<file path="config.mk">
export PLATFORM = sky130hd
export DESIGN_NAME = mscc_front
export DESIGN_NICKNAME = d
export VERILOG_FILES = /design/src/mscc_pkg.sv /design/src/mscc_front.sv
export SDC_FILE = /design/constraint.sdc
export NUM_CORES = 1
export LEC_CHECK = 0
export BUFFER_PORTS_ARGS = -buffer_cell sky130_fd_sc_hd__buf_4
export CAP_MARGIN = 25
export CORE_MARGIN = 1
export CORE_UTILIZATION = 45
export DETAILED_ROUTE_END_ITERATION = 7
export PLACE_DENSITY = 0.7
export SLEW_MARGIN = 30
export SYNTH_ARGS = -nofsm -noshare
export SYNTH_HDL_FRONTEND = slang
export SYNTH_SLANG_ARGS = --single-unit
</file>
<file path="constraint.sdc">
create_clock -name i_clk -period 2.8 [get_ports i_clk]
set_clock_uncertainty 0.2 [all_clocks]
set_input_delay 0.56 -clock i_clk [delete_from_list [all_inputs] [get_ports i_clk]]
set_output_delay 0.56 -clock i_clk [all_outputs]
set_load 0.01 [all_outputs]
</file>
<file path="src/mscc_pkg.sv">
package mscc_pkg;
    localparam int MEM_WORDS = 64;
    localparam int MEM_AW = $clog2(MEM_WORDS);
    localparam int QUEUE_DEPTH = 2;

    localparam logic [5:0] OP_RTYPE = 6'h00;
    localparam logic [5:0] OP_J     = 6'h02;
    localparam logic [5:0] OP_JAL   = 6'h03;
    localparam logic [5:0] OP_BEQ   = 6'h04;
    localparam logic [5:0] OP_BNE   = 6'h05;
    localparam logic [5:0] OP_ADDI  = 6'h08;
    localparam logic [5:0] OP_ADDIU = 6'h09;
    localparam logic [5:0] OP_SLTI  = 6'h0A;
    localparam logic [5:0] OP_SLTIU = 6'h0B;
    localparam logic [5:0] OP_ANDI  = 6'h0C;
    localparam logic [5:0] OP_ORI   = 6'h0D;
    localparam logic [5:0] OP_XORI  = 6'h0E;
    localparam logic [5:0] OP_LUI   = 6'h0F;
    localparam logic [5:0] OP_LW    = 6'h23;
    localparam logic [5:0] OP_SW    = 6'h2B;
    localparam logic [5:0] OP_HALT  = 6'h3F;

    localparam logic [5:0] FN_SLL  = 6'h00;
    localparam logic [5:0] FN_SRL  = 6'h02;
    localparam logic [5:0] FN_SRA  = 6'h03;
    localparam logic [5:0] FN_SLLV = 6'h04;
    localparam logic [5:0] FN_SRLV = 6'h06;
    localparam logic [5:0] FN_SRAV = 6'h07;
    localparam logic [5:0] FN_JR   = 6'h08;
    localparam logic [5:0] FN_ADD  = 6'h20;
    localparam logic [5:0] FN_ADDU = 6'h21;
    localparam logic [5:0] FN_SUB  = 6'h22;
    localparam logic [5:0] FN_SUBU = 6'h23;
    localparam logic [5:0] FN_AND  = 6'h24;
    localparam logic [5:0] FN_OR   = 6'h25;
    localparam logic [5:0] FN_XOR  = 6'h26;
    localparam logic [5:0] FN_NOR  = 6'h27;
    localparam logic [5:0] FN_SLT  = 6'h2A;
    localparam logic [5:0] FN_SLTU = 6'h2B;

    typedef enum logic [2:0] {
        FLT_NONE    = 3'd0,
        FLT_HALT    = 3'd1,
        FLT_PC      = 3'd2,
        FLT_OVF     = 3'd3,
        FLT_DADDR   = 3'd4
    } t_fault;

    // execute stage: fetch issues the instruction read, exec decodes,
    // load waits for the data word of lw
    typedef enum logic [1:0] {
        ST_FETCH,
        ST_EXEC,
        ST_LOAD
    } t_bstate;

    // classified item from the front part
    typedef struct packed {
        logic        is_step;
        logic [5:0]  addr;
        logic [31:0] data;
    } t_item;

    typedef struct packed {
        logic [31:0] pc_after;
        logic        halted;
        logic [2:0]  fault;
        logic        reg_written;
        logic [4:0]  reg_index;
        logic [31:0] reg_value;
    } t_result;
endpackage

</file>
<file path="src/mscc_front.sv">
module mscc_front (
    input  logic            i_clk,
    input  logic            i_rst_n,
    input  logic            i_valid,
    output logic            o_ready,
    input  mscc_pkg::t_item i_item,
    output logic            o_valid,
    input  logic            i_ready,
    output mscc_pkg::t_item o_item
);
    import mscc_pkg::*;

    localparam int QW = $clog2(QUEUE_DEPTH);

    t_item          r_q [QUEUE_DEPTH];
    logic [QW-1:0]  r_wp, r_rp;
    logic [QW:0]    r_cnt;
    logic           w_push, w_pop;

    assign o_ready = (r_cnt != QUEUE_DEPTH[QW:0]);
    assign o_valid = (r_cnt != '0);
    assign o_item  = r_q[r_rp];
    assign w_push  = i_valid && o_ready;
    assign w_pop   = o_valid && i_ready;

    always_ff @(posedge i_clk) begin
        if (w_push) begin
            r_q[r_wp] <= i_item;
        end
    end

    always_ff @(posedge i_clk) begin
        if (!i_rst_n) begin
            r_wp  <= '0;
            r_rp  <= '0;
            r_cnt <= '0;
        end else begin
            if (w_push) r_wp <= r_wp + 1'b1;
            if (w_pop)  r_rp <= r_rp + 1'b1;
            r_cnt <= r_cnt + {{QW{1'b0}}, w_push} - {{QW{1'b0}}, w_pop};
        end
    end

    a_cnt_bound: assert property (@(posedge i_clk) disable iff (!i_rst_n)
        r_cnt <= QUEUE_DEPTH[QW:0]) else $error("queue overfilled");
    a_full_no_push: assert property (@(posedge i_clk) disable iff (!i_rst_n)
        (r_cnt == QUEUE_DEPTH[QW:0]) |-> !w_push) else $error("push when full");
    a_empty_no_pop: assert property (@(posedge i_clk) disable iff (!i_rst_n)
        (r_cnt == '0) |-> !w_pop) else $error("pop when empty");
endmodule

</file>
---- Word-level counts from Yosys, hierarchy flattened ----
Memories as Yosys holds them, arrays and structs flattened. A register that Yosys moved wholly into a read port is not among the register bits.
Index checks and enable logic that the tools add are counted.
cells by class
  add/subtract/negate cells ............... 4
  eq/ne operators ......................... 1
  multiplexer cells ....................... 4
  reductions and logical operators ........ 3
operator list
  operator               number
  $mux W1                4
  $add A1 B1 Y1 const B  2
  $add A2 B1 Y2          1
  $logic_and A1 B1 Y1    2
  $ne A2 B2 Y1 const B   1
  $reduce_bool A2 Y1     1
  $sub A2 B1 Y2          1
storage, ports and cells
  register bits ........................... 4
  memory bits (writable) .................. 78
  input bits .............................. 43
  output and inout port bits .............. 41
  word-level logic and storage cells ...... 16
  memories ................................ 1
memory list
  memory  depth  width  read ports  clocked after memory_dff  write ports  RTL line          RTL
  r_q     2      39     1           1                         1            mscc_front.sv:15  t_item r_q [QUEUE_DEPTH];

---- Logic depth before layout (Yosys ltp) ----
Gate-level depths: netlist of run 1.
  word-level depth ........................ 4
  depth in mapped cells ................... 6

---- Least setup slack after synthesis of run 1 ----
OpenSTA, ideal clock, no wires.
  path type ............................... flip-flop to flip-flop
  start ................................... register r_cnt[0]
  end ..................................... memory r_q[1][0] in the netlist's numbering, enable pin
  data arrival time ....................... 1.654 ns
  required time ........................... 2.200 ns
  slack ................................... 0.546 ns
  stages on the path, launching flop included .. 3
  clock period less this slack ............ 2.254 ns
  cells stage by stage .................... dfxtp_1 > nand2b_1 > and3_1
between the ends
  word-level cells in the longest chain between the ends .. 4
RTL lines
  what                           RTL line          RTL
  start: declaration             mscc_front.sv:17  logic [QW:0] r_cnt;
  start signal: assignment       mscc_front.sv:40  r_cnt <= r_cnt + {{QW{1'b0}}, w_push} - {{QW{1'b0}}, w_pop};
  $ne A2 B2 Y1                   mscc_front.sv:20  assign o_ready = (r_cnt != QUEUE_DEPTH[QW:0]);
  net o_ready                    mscc_front.sv:5   output logic o_ready,
  $logic_and A1 B1 Y1            mscc_front.sv:23  assign w_push = i_valid && o_ready;
  $mux W1                        mscc_front.sv:27  if (w_push) begin
  $mux W1 (not written as such)  mscc_front.sv:28  r_q[r_wp] <= i_item;
  end: declaration               mscc_front.sv:15
The timed path passes the listed nets, and every way through them passes these cells.

==> results of run 1 <==
[registers in the layout, indices dropped and copies added, names as in the netlist, named ones only]
| register | flops |
|---|---|
| r_q | 78 |
| r_cnt | 2 |
| r_rp | 1 |
| r_wp | 1 |
[worst reg2reg max path, cell delays in order (launching register included)]
cell and delay (ns):
dfxtp_1 0.47, nand2b_1 0.23, and3_2 0.19, buf_4 0.46
[final cells by class]
class                   count  area (µm²)
clock inverters             6         114
multi-input cells          62         637
clock buffers              10         128
well taps                  77        96.3
inverters                   1        3.75
repair buffers             88         673
fillers                   488        2400
flip-flops and latches     83        2440
[cells by family (layout without fill, tap and decap cells)]
group / count (synthesis) / in the layout / share of synthesized area [%]
buffers and inverters: 5 / 105 / 1.05
flip-flops: 83 / 83 / 78.5
AND/OR/NAND/NOR: 13 / 13 / 2.37
adder cells (fa/ha/maj): 1 / 1 / 0.402
multiplexers: 40 / 40 / 15.6
AO/OA/AOI/OAI: 7 / 7 / 1.73
XOR/XNOR: 1 / 1 / 0.282
[metal layers]
metal	vias up	global-route usage [%]
met5	-	0
met3	10	4.18
met2	49	26.6
li1	776	-
met1	773	18.0
met4	0	9.24
[power by group through the flow]
stage	clock network [mW]	registers, mW	logic [mW]
after floorplan	0	1.57	0.463
after global placement	0	1.60	0.792
after detailed placement	0	1.60	0.800
after CTS	1.03	1.58	0.803
after global routing	1.08	1.59	0.847
final	0.998	1.57	0.786
[cell usage in the layout, fill, tap and decap left out, drive strengths merged]
cell	netlist	layout
buf	4	88
edfxtp	78	78
mux2	39	39
clkbuf	0	10
dfxtp	5	5
and2	3	3
bufinv	0	3
nand2b	2	2
nor2	2	2
a21bo	2	2
clkinvlp	0	2
o21ai	2	2
or2	1	1
nor2b	1	1
a211oi	1	1
nand3	1	1
nand3b	1	1
inv	1	1
xnor2	1	1
and3	1	1
a21boi	1	1
nand2	1	1
a32oi	1	1
mux2i	1	1
ha	1	1
clkinv	0	1
[stage by stage]
stage	power, mW	cells	area (µm²)
finish	3.36	327	4100
detailed placement	2.40	311	3850
floorplan	2.03	150	3110
global placement	2.39	311	3850
CTS	3.41	327	4100
global route	3.52	327	4100
[final timing paths]
kind	to	slack (ns)	depth (start not counted)
max	o_item[30]	0.41	3
min	r_q[0][8]$_DFFE_PP_	0.20	1
max reg2reg	r_q[1][26]$_DFFE_PP_	0.89	3
min reg2reg	r_wp$_SDFFE_PN0P_	0.38	2
==> impl_metrics.ini, run 1 <==
[run_status]
outcome = finished, final reports clean

[clock_network]
numCtsBuffers = 9
cts_hold_buffers = 0
numClockSinks = 83
clkTransAtPathRegs_ns = 0.08
htree_num_levels = 3
clockBufferDepth = 2
cts_resized = 0
clock_latency_ns = 0.34
root_buffer = clkbuf_8
tritoncts = done
cts_setup_buffers = 0

[worst_setup_path]
critical_path_class = reg -> out
max_stage_delay_ns = 0.55
crit_required_ns = 2.04
worstPathCellList = buf_12, mux2_2, buf_4
start_kind = register
critPathCaptureType = primary output
worstPathMaxFanout = 19
critical_path.top_delay_family = flip-flops
arrival_ns = 1.63
cpMaxStageDelayCell = dfxtp_2
crit_buf_inv = 2
worstReg2RegStart = r_cnt[0]$_SDFF_PN0_

[detailed_routing]
drtPass1Iterations = 4
wire_per_inst_um = 15.7
via_per_inst = 4.92
met3_length_um = 261
drtIter0Drc = 85
vias = 1608
wl_met1_um = 1960
wl_met2_um = 2790
wl_um = 5130
drcViolationCount = 0
ant_nets = 0
top_layer = met4

[timing]
fin_crit_sh_pct = 85.4
timing.slew.headroom_pct = 64.2
timing.final.ws_setup_ns = 0.408
whs_ns = 0.197
grt_setup_unrepaired = no
tns_ns = 0
tightest_slew_ns = 0.537
hold_viol = 0
fmax_ghz = 0.418
slew_violations = 0
final.min_clock_period_ns = 2.39
setup_violations = 0

[floorplanning]
start_util_pct = 47.9
ioPinCount = 84
design.core.area_um2 = 6490
num_rows = 29
die_x_um = 85.1
die_area_um2 = 7250
die_y_um = 85.1

[logic_synthesis]
synth_commonest_cells = 78 x edfxtp_1, 29 x mux2_2, 10 x mux2_4
yosys_most_used_dff = edfxtp_1
synth_cells = 150
synth_edf_count = 78
ys.warnings.count = 0
yosysMostFrequentCell = edfxtp_1
ys_ff_latch = 83
synth_cell_types = 26
yosysSeqAreaShare_pct = 78.5
yosys-top-cells-area = edfxtp_1 75%, mux2_2 10%, mux2_4 4.8%, dfxtp_1 3.2%, a21bo_1 0.64%
synth_top_cell_by_area = edfxtp_1
syn_nets = 194
synth_area_um2 = 3110
ys_async_sr_fraction_pct = 0
synth_top_area_share_pct = 75.3
syn_area_per_cell_um2 = 20.7

[pwr]
power.share.clock_pct = 29.7
pwr-share-seq_pct = 46.9
powerDensity_nw_per_um2 = 820
switching_power_uw = 802
p_leak_nw = 1.57
p_comb_share_pct = 23.4
switching_share_pct = 23.9
peakVddDrop_mv = 0.519
p_int_mw = 2.56

[worst_hold_path]
hold_path.class = in -> reg
min_from = i_item[8]

[placement]
place_congestion = 0.696
pre_cts_ws_ns = 0.747
io_buffer_count = 83
post-dp-hpwl_um = 3530

[global_routing]
antenna_found_initial = 0
grt_max_degree = 40
grt_pass1_wl_um = 8310
grt-ovfl-total = 0
grt_use_total_pct = 15.7
grt_pass1_vias = 1695

[cells_and_area]
nNetsFinal = 289
fin_util_pct = 63.1
area_delta_synth_final_pct = 31.7
drive_gt1_share_pct = 58.0
insertedDiodeCount = 0

[flow_run]
max_cap_violations = 0
Power figures use the tool's default switching activity.
==> inputs of run 2 (changes only) <==
--- a/config.mk
+++ b/config.mk
@@ -5,12 +5,12 @@
 export SDC_FILE = /design/constraint.sdc
 export NUM_CORES = 1
 export LEC_CHECK = 0
-export BUFFER_PORTS_ARGS = -buffer_cell sky130_fd_sc_hd__buf_4
 export CAP_MARGIN = 25
 export CORE_MARGIN = 1
 export CORE_UTILIZATION = 45
 export DETAILED_ROUTE_END_ITERATION = 7
-export PLACE_DENSITY = 0.7
+export DONT_BUFFER_PORTS = 1
+export PLACE_DENSITY = 0.6
 export SLEW_MARGIN = 30
 export SYNTH_ARGS = -nofsm -noshare
 export SYNTH_HDL_FRONTEND = slang
==> constraint.sdc (replaced) <==
create_clock -name i_clk -period 2.8 [get_ports i_clk]
set_clock_uncertainty 0.2 [all_clocks]
set_input_delay 0.14 -clock i_clk [delete_from_list [all_inputs] [get_ports i_clk]]
set_output_delay 0.14 -clock i_clk [all_outputs]
set_load 0.01 [all_outputs]
==> run 2 against run 1 <==
Critical path depth shrank 1. Register-to-register slack barely moved. Count of clock-buffer cells in the layout decreased by 1. Critical endpoint is now o_item[37]. Sequential power hardly changed. Non-clock buffer count is 39 lower. Sequential share of layout area is 4.2 points higher. First-iteration DRC count shrank 26%. Clock power down 28%. Hold slack got worse by 0.18 ns. Setup slack improved by 0.33 ns. Largest cell class unchanged.
==> impl_metrics.ini, run 2 (same netlist as run 1, synthesis figures left out) <==
[global_routing]
grt_use_total_pct = 15.5
antenna_found_initial = 0
grt-ovfl-total = 0
grt_pass1_wl_um = 8230
grt_max_degree = 24
grt_pass1_vias = 1650

[clock_network]
htree_num_levels = 3
cts_resized = 0
numCtsBuffers = 9
clkTransAtPathRegs_ns = 0.07
clock_latency_ns = 0.33
tritoncts = done
cts_setup_buffers = 0
root_buffer = clkbuf_8
clockBufferDepth = 2
numClockSinks = 83

[cells_and_area]
final_area_um2 = 3820
insertedDiodeCount = 0
final_common_cell = edfxtp_1
largest-register = r_q
drive_gt1_share_pct = 29.9
area_delta_synth_final_pct = 23.0
reg_top3 = r_q: 78 flops, r_cnt: 2 flops
mostFrequentLayoutCells = 78 x edfxtp_1, 43 x dlygate4sd3_1, 29 x mux2_2
nNetsFinal = 250
largest_register_ffs = 78

[placement]
io_buffer_count = 0
place_congestion = 0.755
postPlaceCellArea_um2 = 3230
post-dp-hpwl_um = 3340

[detailed_routing]
wl_met1_um = 1910
wire_per_inst_um = 18.2
wl_met2_um = 2830
top_layer = met4
met3_length_um = 432
drtPass1Iterations = 4
via_per_inst = 5.26
vias = 1514
drtIter0Drc = 63
drcViolationCount = 0
wl_um = 5230
ant_nets = 0

[floorplanning]
die_x_um = 85.1
num_rows = 29
design.core.area_um2 = 6490
die_y_um = 85.1
die_area_um2 = 7250
start_util_pct = 47.9
ioPinCount = 84

[timing]
fin_crit_sh_pct = 73.6
slew_violations = 0
tns_ns = 0
setup_violations = 0
final.min_clock_period_ns = 2.06
timing.slew.headroom_pct = 62.5
fmax_ghz = 0.485
tightest_slew_ns = 0.562
grt_setup_unrepaired = no
hold_viol = 0

[pwr]
p_leak_nw = 1.33
peakVddDrop_mv = 0.376
powerDensity_nw_per_um2 = 753
power_mw = 2.88

[worst_setup_path]
critPathCaptureType = primary output
critical_path_class = reg -> out
arrival_ns = 1.72
worstPathMaxFanout = 23
crit_required_ns = 2.46
start_kind = register

[worst_hold_path]
hold_path.class = in -> reg

[run_status]
outcome = finished, final reports clean

[flow_run]
max_cap_violations = 0
run 2: changes by cell type in the layout (fill, tap and decap cells not counted):
| cell | delta |
|---|---|
| clkinv_4 | +2 |
| dlygate4sd3_1 | +43 |
| clkinvlp_4 | -2 |
| clkinv_2 | +3 |
| bufinv_16 | -3 |
| clkbuf_1 | -1 |
| buf_12 | -1 |
| clkinv_1 | +1 |
| buf_4 | -81 |
run 2: routing by layer:
metal  GRT usage, %  vias up
met2           28.7       60
met5              0        -
li1               -      702
met3           6.23        6
met1           15.0      746
met4           7.40        0
run 2: worst max-delay path, stage by stage (launching register included):
cell     delay [ns]
dfxtp_2        0.69
buf_4          0.30
mux2_2         0.39
run 2: cell type report:
type	count	area, µm²
clock buffer	9	124
clock inverter	7	45.0
fill	490	2670
inverter	1	3.75
multi-input combinational	62	637
sequential	83	2440
tap	77	96.3
timing repair buffer	49	475
run 2: power by group:
| group | switching [mW] | total (mW) | internal [mW] |
|---|---|---|---|
| logic | 0.285 | 0.568 | 0.284 |
| clock network | 0.403 | 0.721 | 0.319 |
| registers | 0.0817 | 1.59 | 1.51 |
| total | 0.769 | 2.88 | 2.11 |
run 2: path summary, 6_finish.rpt:
| check | end | slack [ns] | start | cells past startpoint |
|---|---|---|---|---|
| worst min register to register | r_wp$_SDFFE_PN0P_ | 0.39 | r_wp$_SDFFE_PN0P_ | 2 |
| worst max register to register | r_q[1][36]$_DFFE_PP_ | 0.88 | r_cnt[0]$_SDFF_PN0_ | 3 |
| worst min-delay path | r_cnt[0]$_SDFF_PN0_ | 0.02 | i_ready | 4 |
| worst max-delay path | o_item[37] | 0.74 | register | 2 |
run 2: metrics by stage:
stage          cells  setup WS (ns)  util, %  hold slack, ns
2_1_floorplan    150          0.546        -          0.0389
3_3_place_gp     229          0.961     49.7          0.0390
3_5_place_dp     229          0.888     49.7          0.0390
4_1_cts          288          0.702     58.9          0.0109
5_1_grt          288          0.625     58.9          0.0479
6_report         288          0.739     58.9          0.0212
run 2: repair_timing:
action | 4_1_cts | 5_1_grt
endpoints found under the setup margin | 0 | 0
endpoints found under the hold margin | 83 | 0
hold buffers | 43 | 0
==> inputs of run 3 (changes only) <==
==> constraint.sdc (replaced) <==
create_clock -name i_clk -period 2 [get_ports i_clk]
set_clock_uncertainty 0.2 [all_clocks]
set_input_delay 0.1 -clock i_clk [delete_from_list [all_inputs] [get_ports i_clk]]
set_output_delay 0.1 -clock i_clk [all_outputs]
set_load 0.01 [all_outputs]
==> run 3 against run 2 <==
Setup slack worse by 0.51 ns. Critical endpoint is now r_q[0][21]$_DFFE_PP_. Hold slack better by 0.026 ns. Flip-flop and latch count stayed put. Via count is 1.5% lower. Combinational power is 53% higher. Sequential power is 36% higher. Critical path type is now reg -> reg. Global-route usage is 0.17 points lower. Design area is 1.2% higher. Clock power is 57% higher.
==> impl_metrics.ini, run 3 (same netlist as run 1, synthesis figures left out) <==
[pwr]
p_comb_share_pct = 20.8
power_mw = 4.17
p_int_mw = 3.10
powerDensity_nw_per_um2 = 1080
p_leak_nw = 1.33
power.share.clock_pct = 27.0
peakVddDrop_mv = 0.573
switching_share_pct = 25.8
switching_power_mw = 1.07
pwr-share-seq_pct = 52.1

[cells_and_area]
insertedDiodeCount = 0
mostFrequentLayoutCells = 78 x edfxtp_1, 43 x dlygate4sd3_1, 29 x mux2_2
largest_register_ffs = 78
final_common_cell = edfxtp_1
multi_input_area_um2 = 637
fillCellCount = 490
largest-register = r_q
nNetsFinal = 249
fin_util_pct = 59.6
reg_top3 = r_q: 78 flops, r_cnt: 2 flops
area_delta_synth_final_pct = 24.4
seq_area_um2 = 2440
drive_gt1_share_pct = 30.0

[detailed_routing]
via_per_inst = 5.20
drcViolationCount = 0
wl_um = 5170
vias = 1491
ant_nets = 0
drtPass1Iterations = 4
drtIter0Drc = 58
wire_per_inst_um = 18.0

[worst_setup_path]
reg2reg_depth = 4
critical_path.top_delay_family = flip-flops
critical_path_class = reg -> reg
critPathCaptureType = register
max_stage_delay_ns = 0.45
crit_required_ns = 1.82
arrival_ns = 1.59
worstPathCellList = nand2b_1, nand3b_1, clkinvlp_4, buf_4
start_kind = register
worstPathMaxFanout = 16
cpMaxStageDelayCell = dfxtp_1
crit_buf_inv = 2
cp.depth = 4

[timing]
timing.slew.headroom_pct = 78.8
hold_viol = 0
setup_violations = 0
fin_crit_sh_pct = 88.4
slew_violations = 0
grt_setup_unrepaired = no
timing.final.ws_setup_ns = 0.233
fmax_ghz = 0.566
final.min_clock_period_ns = 1.77
tns_ns = 0
tightest_slew_ns = 0.319

[floorplanning]
design.core.area_um2 = 6490
start_util_pct = 47.9
ioPinCount = 84
num_rows = 29
die_y_um = 85.1
die_x_um = 85.1
die_area_um2 = 7250

[placement]
pre_cts_ws_ns = 0.236
place_congestion = 0.746
io_buffer_count = 0
post-dp-hpwl_um = 3290

[clock_network]
clockBufferDepth = 2
numClockSinks = 83
clkTransAtPathRegs_ns = 0.07
tritoncts = done
cts_setup_buffers = 0
numCtsBuffers = 9
cts_resized = 0
clock_latency_ns = 0.32
root_buffer = clkbuf_8
htree_num_levels = 3

[run_status]
outcome = finished, final reports clean

[worst_hold_path]
hold_path.class = in -> reg
whs_path_depth = 4

[global_routing]
grt_max_degree = 40
grt_pass1_vias = 1615
antenna_found_initial = 0
grt_use_total_pct = 15.4
grt_pass1_wl_um = 8110
grt-ovfl-total = 0

[flow_run]
max_cap_violations = 0
==> run 3: final timing paths <==
check	start	to	slack (ns)
min	i_valid	r_cnt[0]$_SDFF_PN0_	0.05
max	r_cnt[0]$_SDFF_PN0_	r_q[0][21]$_DFFE_PP_	0.23
max reg2reg	r_cnt[0]$_SDFF_PN0_	r_q[0][21]$_DFFE_PP_	0.23
min reg2reg	r_wp$_SDFFE_PN0P_	r_wp$_SDFFE_PN0P_	0.41
==> run 3: power groups by stage <==
stage | Sequential (mW) | Clock, mW | Combinational (mW)
floorplan | 2.20 | 0 | 0.652
global placement | 2.20 | 0 | 0.769
detailed placement | 2.21 | 0 | 0.793
CTS | 2.17 | 1.17 | 0.882
global route | 2.19 | 1.23 | 0.935
finish | 2.17 | 1.13 | 0.869
==> run 3: worst reg2reg max path, cell delays in order (launching register included) <==
cell,delay [ns]
dfxtp_1,0.45
nand2b_1,0.26
nand3b_1,0.17
clkinvlp_4,0.13
buf_4,0.24
==> run 3: repair_timing <==
action	4_1_cts	5_1_grt
endpoints found under the hold margin	83	0
setup endpoints to repair	0	0
hold buffers	43	0
==> run 3: final cells by class <==
cell class | instances | share of cell area (%)
clock buffer | 9 | 3.20
clock inverter | 7 | 1.78
inverter | 1 | 0.194
multi-input combinational | 62 | 16.5
sequential | 83 | 63.1
tap | 77 | 2.49
timing repair buffer | 48 | 12.7
==> run 3: metal layers <==
layer / share of wire, % / GRT usage [%]
met1: 39 / 16.9
met2: 52 / 26.5
met3: 7.1 / 5.64
met4: 0.99 / 7.40
met5: 0 / 0
==> run 3: per-stage QoR <==
step	cells	hold slack [ns]	instance area, µm²
after floorplan	150	-0.00113	3120
after global placement	228	-0.00105	3250
after detailed placement	228	-0.00107	3250
after CTS	287	0.0313	3870
after global routing	287	0.0787	3870
final	287	0.0469	3870
